## src/rtl/tdc_pkg.sv

```systemverilog
// Package for the template delimiter checker: word types, codes and constants.
// No dependencies; every other rtl file imports it.
`default_nettype none

package tdc_pkg;

  localparam int LINE_BITS = 24;

  localparam logic [LINE_BITS-1:0] LINE_MAX = {LINE_BITS{1'b1}};

  // Delimiter characters
  localparam logic [7:0] CH_LT     = 8'h3C;  // '<'
  localparam logic [7:0] CH_GT     = 8'h3E;  // '>'
  localparam logic [7:0] CH_LPAREN = 8'h28;  // '('
  localparam logic [7:0] CH_RPAREN = 8'h29;  // ')'
  localparam logic [7:0] CH_STAR   = 8'h2A;  // '*'
  localparam logic [7:0] CH_NL     = 8'h0A;  // newline

  typedef enum logic [2:0] {
    MODE_OUTSIDE = 3'd0,
    MODE_OPENED  = 3'd1,
    MODE_RAW     = 3'd2,
    MODE_COMMENT = 3'd3,
    MODE_CODE    = 3'd4
  } mode_t;

  typedef enum logic [2:0] {
    ST_OK              = 3'd0,
    ST_STRAY           = 3'd1,
    ST_OPEN_RAW        = 3'd2,
    ST_OPEN_COMMENT    = 3'd3,
    ST_OPEN_CODE       = 3'd4,
    ST_COMMENT_IN_CODE = 3'd5,
    ST_RAW_IN_CODE     = 3'd6,
    ST_NESTED          = 3'd7
  } status_t;

  typedef struct packed {
    logic [7:0] data_byte;
    logic       last_byte;
  } in_word_t;

  typedef struct packed {
    status_t              status;
    logic [LINE_BITS-1:0] line_number;
  } out_word_t;

  // Line number from a newline count, held at the maximum
  function automatic logic [LINE_BITS-1:0] line_of(input logic [LINE_BITS-1:0] nl_cnt);
    logic [LINE_BITS-1:0] line;
    if (nl_cnt == LINE_MAX) begin
      line = LINE_MAX;
    end else begin
      line = nl_cnt + {{(LINE_BITS-1){1'b0}}, 1'b1};
    end
    return line;
  endfunction

endpackage

`default_nettype wire

```

## src/rtl/tdc_scan.sv

```systemverilog
// Delimiter scanner: scan state registers and the per-word update logic.
// Depends on tdc_pkg.
`default_nettype none

module tdc_scan
  import tdc_pkg::*;
(
  input  wire logic      clk,
  input  wire logic      rst_n,
  input  wire logic      adv,
  input  wire in_word_t  word,
  output logic           fire,
  output out_word_t      res
);

  mode_t                mode_r, mode_nxt;
  logic [7:0]           prev_r, prev_nxt;
  logic [7:0]           prev2_r, prev2_nxt;
  logic                 nested_r, nested_nxt;
  logic [LINE_BITS-1:0] nl_cnt_r, nl_cnt_nxt;
  logic                 err_r, err_nxt;

  logic       pair_close;
  logic       open_pair;
  logic [7:0] b;

  assign b          = word.data_byte;
  assign pair_close = (b == CH_GT) && (prev_r == CH_RPAREN);
  assign open_pair  = (b == CH_LPAREN) && (prev_r == CH_LT);

  always_comb begin
    mode_nxt   = mode_r;
    prev_nxt   = prev_r;
    prev2_nxt  = prev2_r;
    nested_nxt = nested_r;
    nl_cnt_nxt = nl_cnt_r;
    err_nxt    = err_r;
    fire       = 1'b0;
    res.status      = ST_OK;
    res.line_number = line_of(nl_cnt_r);

    if (!err_r) begin
      unique case (mode_r)
        MODE_OUTSIDE: begin
          if (pair_close) begin
            fire       = 1'b1;
            res.status = ST_STRAY;
          end else if (open_pair) begin
            mode_nxt = MODE_OPENED;
          end
        end
        MODE_OPENED: begin
          if (b == CH_GT) begin
            mode_nxt = MODE_RAW;
          end else if (b == CH_STAR) begin
            mode_nxt = MODE_COMMENT;
          end else begin
            mode_nxt   = MODE_CODE;
            nested_nxt = 1'b0;
          end
        end
        MODE_RAW: begin
          if (pair_close && prev2_r == CH_LT) begin
            mode_nxt = MODE_OUTSIDE;
          end
        end
        MODE_COMMENT: begin
          if (pair_close && prev2_r == CH_STAR) begin
            mode_nxt = MODE_OUTSIDE;
          end
        end
        default: begin
          if (pair_close) begin
            priority if (prev2_r == CH_STAR) begin
              fire       = 1'b1;
              res.status = ST_COMMENT_IN_CODE;
            end else if (prev2_r == CH_LT) begin
              fire       = 1'b1;
              res.status = ST_RAW_IN_CODE;
            end else if (nested_r) begin
              fire       = 1'b1;
              res.status = ST_NESTED;
            end else begin
              mode_nxt   = MODE_OUTSIDE;
              nested_nxt = 1'b0;
            end
          end else if (open_pair) begin
            nested_nxt = 1'b1;
          end
        end
      endcase

      prev2_nxt = prev_r;
      prev_nxt  = b;
      if (b == CH_NL && nl_cnt_r != LINE_MAX) begin
        nl_cnt_nxt = nl_cnt_r + {{(LINE_BITS-1){1'b0}}, 1'b1};
      end

      // End of template without an earlier result: report the final line
      if (!fire && word.last_byte) begin
        fire            = 1'b1;
        res.line_number = line_of(nl_cnt_nxt);
        unique case (mode_nxt)
          MODE_OUTSIDE: res.status = ST_OK;
          MODE_RAW:     res.status = ST_OPEN_RAW;
          MODE_COMMENT: res.status = ST_OPEN_COMMENT;
          default:      res.status = ST_OPEN_CODE;
        endcase
      end
      if (fire) begin
        err_nxt = 1'b1;
      end
    end

    // Last word re-arms everything for the next template
    if (word.last_byte) begin
      mode_nxt   = MODE_OUTSIDE;
      prev_nxt   = '0;
      prev2_nxt  = '0;
      nested_nxt = 1'b0;
      nl_cnt_nxt = '0;
      err_nxt    = 1'b0;
    end
  end

  always_ff @(posedge clk) begin
    if (!rst_n) begin
      mode_r   <= MODE_OUTSIDE;
      prev_r   <= '0;
      prev2_r  <= '0;
      nested_r <= 1'b0;
      nl_cnt_r <= '0;
      err_r    <= 1'b0;
    end else if (adv) begin
      mode_r   <= mode_nxt;
      prev_r   <= prev_nxt;
      prev2_r  <= prev2_nxt;
      nested_r <= nested_nxt;
      nl_cnt_r <= nl_cnt_nxt;
      err_r    <= err_nxt;
    end
  end

endmodule

`default_nettype wire

```

## src/rtl/tdc_out_reg.sv

```systemverilog
// Result register with valid/ready handshake on the output side.
// Depends on tdc_pkg.
`default_nettype none

module tdc_out_reg
  import tdc_pkg::*;
(
  input  wire logic      clk,
  input  wire logic      rst_n,
  input  wire logic      load,
  input  wire out_word_t res,
  output logic           free,
  output logic           out_valid,
  input  wire logic      out_ready,
  output out_word_t      out_data
);

  logic      valid_r, valid_nxt;
  out_word_t data_r;

  assign free      = !valid_r || out_ready;
  assign out_valid = valid_r;
  assign out_data  = data_r;

  always_comb begin
    valid_nxt = valid_r;
    if (load) begin
      valid_nxt = 1'b1;
    end else if (out_ready) begin
      valid_nxt = 1'b0;
    end
  end

  always_ff @(posedge clk) begin
    if (!rst_n) begin
      valid_r <= 1'b0;
    end else begin
      valid_r <= valid_nxt;
    end
  end

  always_ff @(posedge clk) begin
    if (load) begin
      data_r <= res;
    end
  end

endmodule

`default_nettype wire

```

## src/rtl/template_delimiter_checker_unit.sv

```systemverilog
// Template delimiter checker, top level: input register, scanner, result register.
// A word in the input register loads its result (if any) into the result register when
// it advances. Throughput: one word per cycle while the result slot is free.
// Stall: a result waiting on out_ready holds the input register; in_ready drops once it is full.
// Reset (rst_n low, synchronous): both pipeline registers empty, scan state cleared.
// Depends on tdc_pkg, tdc_scan and tdc_out_reg.
`default_nettype none

module template_delimiter_checker_unit
  import tdc_pkg::*;
(
  input  wire logic      clk,
  input  wire logic      rst_n,
  input  wire logic      in_valid,
  output logic           in_ready,
  input  wire in_word_t  in_data,
  output logic           out_valid,
  input  wire logic      out_ready,
  output out_word_t      out_data
);

  // Input stage: holds one word until the scanner can consume it
  logic      s1_valid_r, s1_valid_nxt;
  in_word_t  s1_word_r;

  logic      out_free;
  logic      adv;
  logic      fire;
  out_word_t res;

  // Advance the input word into the scan state when the result slot is free
  // (empty, or being drained this cycle). Words that give no result just drop.
  assign adv      = s1_valid_r && out_free;
  assign in_ready = !s1_valid_r || adv;

  always_comb begin
    s1_valid_nxt = s1_valid_r;
    if (in_valid && in_ready) begin
      s1_valid_nxt = 1'b1;
    end else if (adv) begin
      s1_valid_nxt = 1'b0;
    end
  end

  always_ff @(posedge clk) begin
    if (!rst_n) begin
      s1_valid_r <= 1'b0;
    end else begin
      s1_valid_r <= s1_valid_nxt;
    end
  end

  // Capture payload on accept
  always_ff @(posedge clk) begin
    if (in_valid && in_ready) begin
      s1_word_r <= in_data;
    end
  end

  tdc_scan u_scan (
    .clk   (clk),
    .rst_n (rst_n),
    .adv   (adv),
    .word  (s1_word_r),
    .fire  (fire),
    .res   (res)
  );

  // Load the result register only when the scanner reports
  tdc_out_reg u_out (
    .clk       (clk),
    .rst_n     (rst_n),
    .load      (adv && fire),
    .res       (res),
    .free      (out_free),
    .out_valid (out_valid),
    .out_ready (out_ready),
    .out_data  (out_data)
  );

endmodule

`default_nettype wire

```

## config.mk

```make
export PLATFORM = sky130hd
export DESIGN_NAME = template_delimiter_checker_unit
export DESIGN_NICKNAME = d
export VERILOG_FILES = /design/src/rtl/tdc_pkg.sv /design/src/rtl/tdc_scan.sv /design/src/rtl/tdc_out_reg.sv /design/src/rtl/template_delimiter_checker_unit.sv
export SDC_FILE = /design/constraint.sdc
export NUM_CORES = 1
export LEC_CHECK = 0
export BUFFER_PORTS_ARGS = -buffer_cell sky130_fd_sc_hd__buf_2
export CAP_MARGIN = 30
export CORE_MARGIN = 5
export CORE_UTILIZATION = 60
export CTS_CLUSTER_DIAMETER = 60
export DETAILED_ROUTE_END_ITERATION = 16
export PLACE_DENSITY = 0.88
export SLEW_MARGIN = 5
export SYNTH_ARGS = -nofsm -noshare
export SYNTH_HDL_FRONTEND = slang
export SYNTH_SLANG_ARGS = --single-unit
```

## constraint.sdc

```tcl
create_clock -name clk -period 5.1 [get_ports clk]
set_input_delay 1.275 -clock clk [delete_from_list [all_inputs] [get_ports clk]]
set_output_delay 1.275 -clock clk [all_outputs]
set_load 0.01 [all_outputs]
```

# Word-level counts from Yosys, hierarchy flattened
# Index checks and enable logic that the tools add are counted.
[word_totals]
regBits = 83
latch_bits = 0
mem_bits_rw = 0
romBits = 0
out_inout_bits = 29
mem_count = 0
[op_classes]
add_sub_neg = 2
n_mul = 0
div_mod_pow = 0
magnitude_cmp = 0
eq_ne = 22
shifts = 0
n_mux = 59
bitwise_logic = 0
reduce_logical = 23
[op_table]
columns = ["operator", "n"]
rows = [
  ["$mux W24", 7],
  ["$eq A8 B6 Y1 const B", 7],
  ["$mux W3", 17],
  ["$add A24 B1 Y24 const B", 2],
  ["$eq A24 B24 Y1 const B", 2],
  ["$mux W8", 4],
  ["$mux W27", 1],
  ["$mux W1", 25],
  ["$ne A24 B24 Y1 const B", 1],
  ["$eq A3 B2 Y1 const B", 4],
  ["$pmux W3 S4", 1],
  ["$logic_and A1 B1 Y1", 9],
  ["$pmux W3 S3", 1],
  ["$eq A8 B4 Y1 const B", 1],
  ["$ne A4 B4 Y1 const B", 2],
  ["$reduce_and A8 Y1", 1],
  ["$logic_not A3 Y1", 2],
  ["$ne A3 B3 Y1 const B", 2],
  ["$pmux W3 S2", 1],
  ["$reduce_or A3 Y1", 2],
  ["$pmux W1 S2", 2],
  ["$reduce_bool A2 Y1", 2],
  ["$reduce_bool A4 Y1", 1],
  ["$eq A3 B1 Y1 const B", 1],
  ["5 further kinds", 8],
]

# Depth between registers and ports, before layout
# Gate-level depths: netlist of run 1.
[logic_depth]
ltp_word = 13
ltp_mapped = 18
mapped_depth_nobuf = 14

# Hierarchy
# From an unflattened synthesis of run 1, not the netlist that was laid out.
[hier_totals]
cells_unflattened = 611
hier_area_um2 = 5290.1
[modules_own_cells]
columns = ["module", "n_inst", "cells_each", "area_per_inst_um2"]
rows = [
  ["tdc_scan", 1, 564, 4087.7],
  ["tdc_out_reg", 1, 31, 859.6],
  ["template_delimiter_checker_unit", 1, 16, 342.8],
]

# Worst setup path after synthesis of run 1
# Ideal clock, no wire load.
[synth_timing]
path_type = "register to register"
start = "register u_scan.nl_cnt_r[0]"
end = "register u_out.data_r (netlist bit u_out.out_data[19]) (data pin)"
setup_ns = 0.169
arrival_time_ns = 3.855
required_ns = 4.931
setup_slack_ns = 1.076
path_stages_with_launch = 18
synth_period_minus_slack_ns = 4.024
cell_sequence = "dfxtp_1 ha_1 buf_2 nand3_4 or4_4 o21ai_2 buf_4 clkbuf_1 xnor2_1 ha_1 nand3_1 o22ai_1 nor4b_4 nand4_4 o21a_1 buf_6 a221o_1 o31ai_1"
[synth_rtl]
columns = ["element", "line", "rtl"]
rows = [
  ["start, declared", "tdc_scan.sv:20", "logic [LINE_BITS-1:0] nl_cnt_r, nl_cnt_nxt;"],
  ["start signal, assigned", "tdc_scan.sv:139", "nl_cnt_r <= nl_cnt_nxt;"],
  ["end signal, assigned", "tdc_out_reg.sv:44", "data_r <= res;"],
  ["end, declared", "tdc_out_reg.sv:19", "out_word_t data_r;"],
]

==> out/metrics.yaml, run 1 <==
sta:
  worst_slew_pin_slew_ps: 957
  tns_ps: 0
  finalCritPeriodShare_pct: 90.8
  hold_viol: 0
  fin_skew_ps: 16.2
  whs_ps: 499
  slew_headroom_pct: 36.2
  slew_viol_final: 0
  setup_violations: 0
  clock.fmax_mhz: 216
  worst_slack_ps: 468
  period_needed_ps: 4630
  rsz0062_at_grt: "no"
yosys:
  synthTopCellsByArea: "edfxtp_1 (19%), dfxtp_1 (17%), nor2_1 (5.5%)"
  ys_ff_latch: 83
  yosysTopAreaCellShare_pct: 19.2
  synth_ff_type: "dfxtp_1"
  ys_seq_area_share_pct: 36.0
  ys_warn_count: 0
  synth_edf_count: 36
  syn_area_um2: 5620
  async_reset_ff_share_pct: 0
  yosys.area.top_type: "edfxtp_1"
  synth_nets: 673
  synthDistinctLibCells: 78
  syn_inst: 658
  synth.avg_cell_area_um2: 8.54
clock_network:
  cts_root_buf: "clkbuf_8"
  clockBufferDepth: 2
  cts_made_buffers: 9
  post-cts-setup-buffers: 0
  cts_tree: "built"
  clkSinkCount: 83
  clock_latency_ps: 360
  ctsHoldBuffers: 0
  ctsResizeCount: 0
  clkTransAtPathRegs_ps: 90
  cts_max_level: 3
floorplanning:
  dieArea_um2: 11400
  rows: 35
  num_io_pins: 42
  start_util_pct: 61.1
  dieHeight_um: 107
  die_w_um: 107
  core_region_area_um2: 9200
layout:
  layout_common_cells: "nor2_1 (83), dfxtp_1 (47), a21oi_1 (45)"
  nFillCells: 763
  layout.nets: 684
  drive_above_1_share_pct: 15.1
  finish.instance_area_um2: 6030
  n_antenna_cell: 0
  syn2layout_area_growth_pct: 7.37
  stdcell_count: 785
  mostFrequentLayoutCell: "nor2_1"
  fin_util_pct: 65.6
setup_path:
  crit_fanout: 19
  cp-startpoint: "u_scan.nl_cnt_r[0]$_SDFFE_PN0P_"
  worstPathRequired_ps: 5290
  crit_type: "reg -> reg"
  reg2reg_to: "u_out.out_data[19]$_DFFE_PP_"
  start_kind: "register"
  ff2ff_setup_slack_ps: 470
  end_kind: "register"
  ff2ff_path_depth: 14
  r2r_start: "u_scan.nl_cnt_r[0]$_SDFFE_PN0P_"
  cp.arrival_ps: 4830
drt:
  routed-via-count: 5340
  first_pass_iters: 5
  avgViaCountPerCell: 6.80
  wl_per_cell_um: 19.9
  drtIter0Drc: 738
  ant_nets: 0
  drc_errors: 0
  drt-total-wl_um: 15600
global_routing:
  grt_pass1_vias: 5069
  antenna_found_initial: 0
  track_usage_pct: 27.4
  grt_first_pass_wirelength_um: 25000
  grt_overflow_total: 0
  grt_max_degree: 44
run:
  maxCapViolations: 0
power:
  pwr_density_cell_nw_per_um2: 224
  peakVddDrop_v: 0.000184
  leakagePower_nw: 2.05
  fin_total_pwr_mw: 1.35
hold_path:
  min_path_cells: 2
  hold_class: "reg -> reg"
  min_to: "u_scan.prev2_r[6]$_SDFFE_PN0P_"
  hp-start: "u_scan.prev2_r[6]$_SDFFE_PN0P_"
place:
  gp_congestion: 0.968
  place_area_um2: 5790
  dp_slack_ps: 556
  dp.final_hpwl_um: 10900
  dp_cells: 769
  portBuffers: 41
outcome:
  status: "finished, final reports clean"
-- power by group --
group          internal, mW  switching [mW]  total [mW]
clock                 0.304           0.258       0.562
sequential            0.706         0.00892       0.715
combinational        0.0252          0.0516      0.0768
total                  1.03           0.319        1.35
-- how the worst max path moves through the flow --
| stage | endpoint | slack, ps | depth (start not counted) |
|---|---|---|---|
| 6_report | u_out.out_data[19]$_DFFE_PP_ | 470 | 14 |
| 3_3_place_gp | u_out.out_data[19]$_DFFE_PP_ | 700 | 14 |
| 5_1_grt | u_out.out_data[17]$_DFFE_PP_ | 160 | 14 |
| 2_1_floorplan | u_out.out_data[19]$_DFFE_PP_ | 1080 | 17 |
| 3_5_place_dp | u_out.out_data[19]$_DFFE_PP_ | 560 | 14 |
| 4_1_cts | u_out.out_data[19]$_DFFE_PP_ | 530 | 14 |
-- registers in the layout, summed over array words and instances, names as in the netlist --
| signal | cells |
|---|---|
| s1_valid_r | 1 |
| s1_word_r | 9 |
| u_out.out_data | 27 |
| u_out.out_valid | 1 |
| u_scan.err_r | 1 |
| u_scan.mode_r | 3 |
| u_scan.nested_r | 1 |
| u_scan.nl_cnt_r | 24 |
| u_scan.prev2_r | 8 |
| u_scan.prev_r | 8 |
-- per-layer routing --
layer | part of all wire (%) | GRT usage (%)
met5 | 0 | 0
met1 | 39 | 34.4
met2 | 48 | 46.1
met4 | 4.4 | 13.6
met3 | 8.0 | 3.97
-- layout make-up --
cell class                      count  area (um2)  area share, %
Clock buffer                       13         191           3.17
Clock inverter                      3        47.5          0.788
Inverter                            9        33.8          0.560
Multi-Input combinational cell    512        3300           54.6
Sequential cell                    83        2020           33.5
Tap cell                          111         139           2.30
Timing Repair Buffer               54         303           5.02
-- cell families (layout without fill, tap and decap cells) --
family | count (synthesis) | count (layout) | synth area share [%]
simple gates | 277 | 277 | 28.0
flops | 83 | 83 | 36.0
mux | 3 | 3 | 0.535
buf+inv | 63 | 79 | 5.52
compound gates | 185 | 185 | 22.5
xor+xnor | 45 | 45 | 7.02
fa+ha+maj | 2 | 2 | 0.445
-- synthesized netlist by cell type, drive strengths merged (7+ instances only) --
| cell type | instances |
|---|---|
| nor2 | 83 |
| dfxtp | 47 |
| a21oi | 46 |
| nand2 | 44 |
| a22oi | 41 |
| edfxtp | 36 |
| xnor2 | 34 |
| clkbuf | 33 |
| nand3 | 29 |
| o21ai | 27 |
| buf | 21 |
| nor3 | 17 |
| nand4 | 15 |
| a21o | 11 |
| xor2 | 11 |
| a31oi | 10 |
| and2 | 10 |
| nor4 | 9 |
| and4 | 8 |
| inv | 8 |
| or3 | 8 |
| or4 | 8 |
| and3 | 7 |
-- critical path, stage by stage, from the launching register on --
cell and delay, ps:
dfxtp_1 640, ha_1 470, nand3_4 180, or4_4 550, o21ai_2 210, nand2_1 80
nand2_1 110, ha_1 210, nand3_1 90, o22ai_1 310, nor4b_4 410, nand4_4 200
o21a_1 540, a221o_1 420, o31ai_1 60
Note: power is estimated with default switching activity, not from simulation.
==> run 2, diff against run 1 <==
--- a/config.mk
+++ b/config.mk
@@ -8,10 +8,10 @@
 export BUFFER_PORTS_ARGS = -buffer_cell sky130_fd_sc_hd__buf_2
 export CAP_MARGIN = 30
 export CORE_MARGIN = 5
-export CORE_UTILIZATION = 60
+export CORE_UTILIZATION = 55
 export CTS_CLUSTER_DIAMETER = 60
 export DETAILED_ROUTE_END_ITERATION = 16
-export PLACE_DENSITY = 0.88
+export PLACE_DENSITY = 0.85
 export SLEW_MARGIN = 5
 export SYNTH_ARGS = -nofsm -noshare
 export SYNTH_HDL_FRONTEND = slang
==> constraint.sdc (replaced) <==
create_clock -name clk -period 3.86 [get_ports clk]
set_input_delay 0.965 -clock clk [delete_from_list [all_inputs] [get_ports clk]]
set_output_delay 0.965 -clock clk [all_outputs]
set_load 0.01 [all_outputs]
==> out/metrics.yaml, run 2 (synthesis results as in run 1) <==
setup_path:
  ff2ff_path_depth: 14  # unchanged
  cp.arrival_ps: 3820  # was 4830 ps
  worstPathRequired_ps: 4050  # was 5290 ps
  crit_type: "reg -> reg"  # unchanged
  crit_chain: "nand3_1, or4_4, o21ai_4, nand2_1, nand2_1, ha_1, nand3_1, o22ai_2, nor4b_4, buf_4, nand4_4, o21a_1, buf_4, a22oi_1"  # was ha_1, nand3_4, or4_4, o21ai_2, nand2_1, nand2_1, ha_1, nand3_1, o22ai_1, nor4b_4, nand4_4, o21a_1, a221o_1, o31ai_1
  crit_cells: 14  # unchanged
  path_buf_inv: 2  # was 0
  crit_fanout: 16  # was 19
  start_kind: "register"  # unchanged
  cp_slowest_cell: "or4_4"  # was dfxtp_1
  crit_family: "simple AND/OR/NAND/NOR gates"  # unchanged
  end_kind: "register"  # unchanged
  max_stage_delay_ps: 590  # was 640 ps
drt:
  drt-total-wl_um: 16200  # was 15,600 um
  wl_per_cell_um: 19.3  # was 19.9 um
  drtIter0Drc: 639  # was 738
  routed-via-count: 5546  # was 5,340
  avgViaCountPerCell: 6.60  # was 6.80
  ant_nets: 0  # unchanged
  drc_errors: 0  # unchanged
  first_pass_iters: 7  # was 5
global_routing:
  grt_first_pass_wirelength_um: 26500  # was 25,000 um
  use_met3_pct: 4.31  # was 3.97%
  grt_overflow_total: 0  # unchanged
  use_met1_pct: 31.3  # was 34.4%
  grt-busiest-layer: "met2"  # unchanged
  grt_pass1_vias: 5445  # was 5,069
  antenna_found_initial: 0  # unchanged
  met2_usage_pct: 44.0  # was 46.1%
  track_usage_pct: 26.1  # was 27.4%
  grt_max_degree: 44  # unchanged
hold_path:
  min_path_cells: 2  # unchanged
  hold_class: "reg -> reg"  # unchanged
layout:
  layout.nets: 717  # was 684
  syn2layout_area_growth_pct: 12.4  # was 7.37%
  n_antenna_cell: 0  # unchanged
  layout_common_cells: "nor2_1 (83), dfxtp_1 (46), a21oi_1 (45), buf_4 (45), nand2_1 (43)"  # was nor2_1 (83), dfxtp_1 (47), a21oi_1 (45)
  largest_register_ffs: 27  # unchanged
  drive_above_1_share_pct: 19.4  # was 15.1%
  mostFrequentLayoutCell: "nor2_1"  # unchanged
  nFillCells: 860  # was 763
clock_network:
  clockBufferDepth: 2  # unchanged
  cts_tree: "built"  # unchanged
  cts_root_buf: "clkbuf_8"  # unchanged
  clkSinkCount: 83  # unchanged
  clock_latency_ps: 380  # was 360 ps
  cts_made_buffers: 9  # unchanged
  cts_max_level: 3  # unchanged
  clkTransAtPathRegs_ps: 80  # was 90 ps
sta:
  slew_headroom_pct: 42.8  # was 36.2%
  rsz0062_at_grt: "no"  # unchanged
  tns_ps: 0  # unchanged
  hold_viol: 0  # unchanged
  finalCritPeriodShare_pct: 94.2  # was 90.8%
  worst_slew_pin_slew_ps: 857  # was 957 ps
  fin_skew_ps: 15.6  # was 16.2 ps
  clock.fmax_mhz: 275  # was 216 MHz
  setup_violations: 0  # unchanged
  worst_slack_ps: 226  # was 468 ps
  period_needed_ps: 3630  # was 4630 ps
  slew_viol_final: 0  # unchanged
place:
  dp_slack_ps: 101  # was 556 ps
  dp.final_hpwl_um: 11500  # was 10,900 um
  portBuffers: 41  # unchanged
  gp_congestion: 0.957  # was 0.968
floorplanning:
  dieArea_um2: 12300  # was 11,400 um2
  core_region_area_um2: 9860  # was 9200 um2
  num_io_pins: 42  # unchanged
  die_w_um: 111  # was 107 um
  start_util_pct: 57.0  # was 61.1%
  dieHeight_um: 111  # was 107 um
  rows: 36  # was 35
outcome:
  status: "finished, final reports clean"  # unchanged
power:
  peakVddDrop_v: 0.000179  # was 0.000184 V
  pwr_density_cell_nw_per_um2: 277  # was 224 nW/um2
  leakagePower_nw: 2.22  # was 2.05 nW
run:
  maxCapViolations: 0  # unchanged
run 2: worst paths after layout:
kind                                    startpoint                            to  slack, ps
setup / recovery  u_scan.nl_cnt_r[22]$_SDFFE_PN0P_  u_out.out_data[20]$_DFFE_PP_        230
hold / removal             s1_valid_r$_SDFFE_PN0P_       s1_valid_r$_SDFFE_PN0P_        510
setup reg to reg  u_scan.nl_cnt_r[22]$_SDFFE_PN0P_  u_out.out_data[20]$_DFFE_PP_        230
hold reg to reg            s1_valid_r$_SDFFE_PN0P_       s1_valid_r$_SDFFE_PN0P_        510
run 2: what timing repair did:
action | CTS | global route
hold buffers | 0 | 0
resized for setup | 0 | 2
buffers inserted | 0 | 1
endpoints found under the setup margin | 0 | 23
run 2: through the flow:
stage	hold WS [ps]	power [mW]	utilization, %	std cells	cell area, um2
global route	531	1.81	64.0	840	6320
detailed placement	486	1.07	61.5	822	6070
global placement	475	1.07	61.5	822	6070
CTS	509	1.76	63.7	838	6290
floorplan	456	1.03	-	658	5630
finish	507	1.75	64.0	840	6320
run 2: area by class of cell:
type	instances	area, um2	share of cell area (%)
repair buffers	87	558	8.83
clock buffers	12	166	2.63
multi-input cells	512	3320	52.5
flip-flops and latches	83	2020	32.0
clock inverters	4	53.8	0.852
well taps	133	166	2.63
inverters	9	33.8	0.535
run 2: worst reg2reg max path: stages, from the launching register on:
cell	delay [ps]
dfxtp_1	450
nand3_1	190
or4_4	590
o21ai_4	240
nand2_1	90
nand2_1	100
ha_1	220
nand3_1	110
o22ai_2	230
nor4b_4	220
buf_4	190
nand4_4	140
o21a_1	270
buf_4	220
a22oi_1	220
run 2: report_power, final:
| group | switching, mW | internal [mW] |
|---|---|---|
| Combinational | 0.0709 | 0.0376 |
| Sequential | 0.0120 | 0.933 |
| Clock | 0.338 | 0.360 |
| Total | 0.420 | 1.33 |
run 2: metal layers:
layer / routed length (um) / part of all wire, %
met3: 1390 / 8.6
met4: 794 / 4.9
met5: 0 / 0
met1: 6240 / 39
met2: 7750 / 48
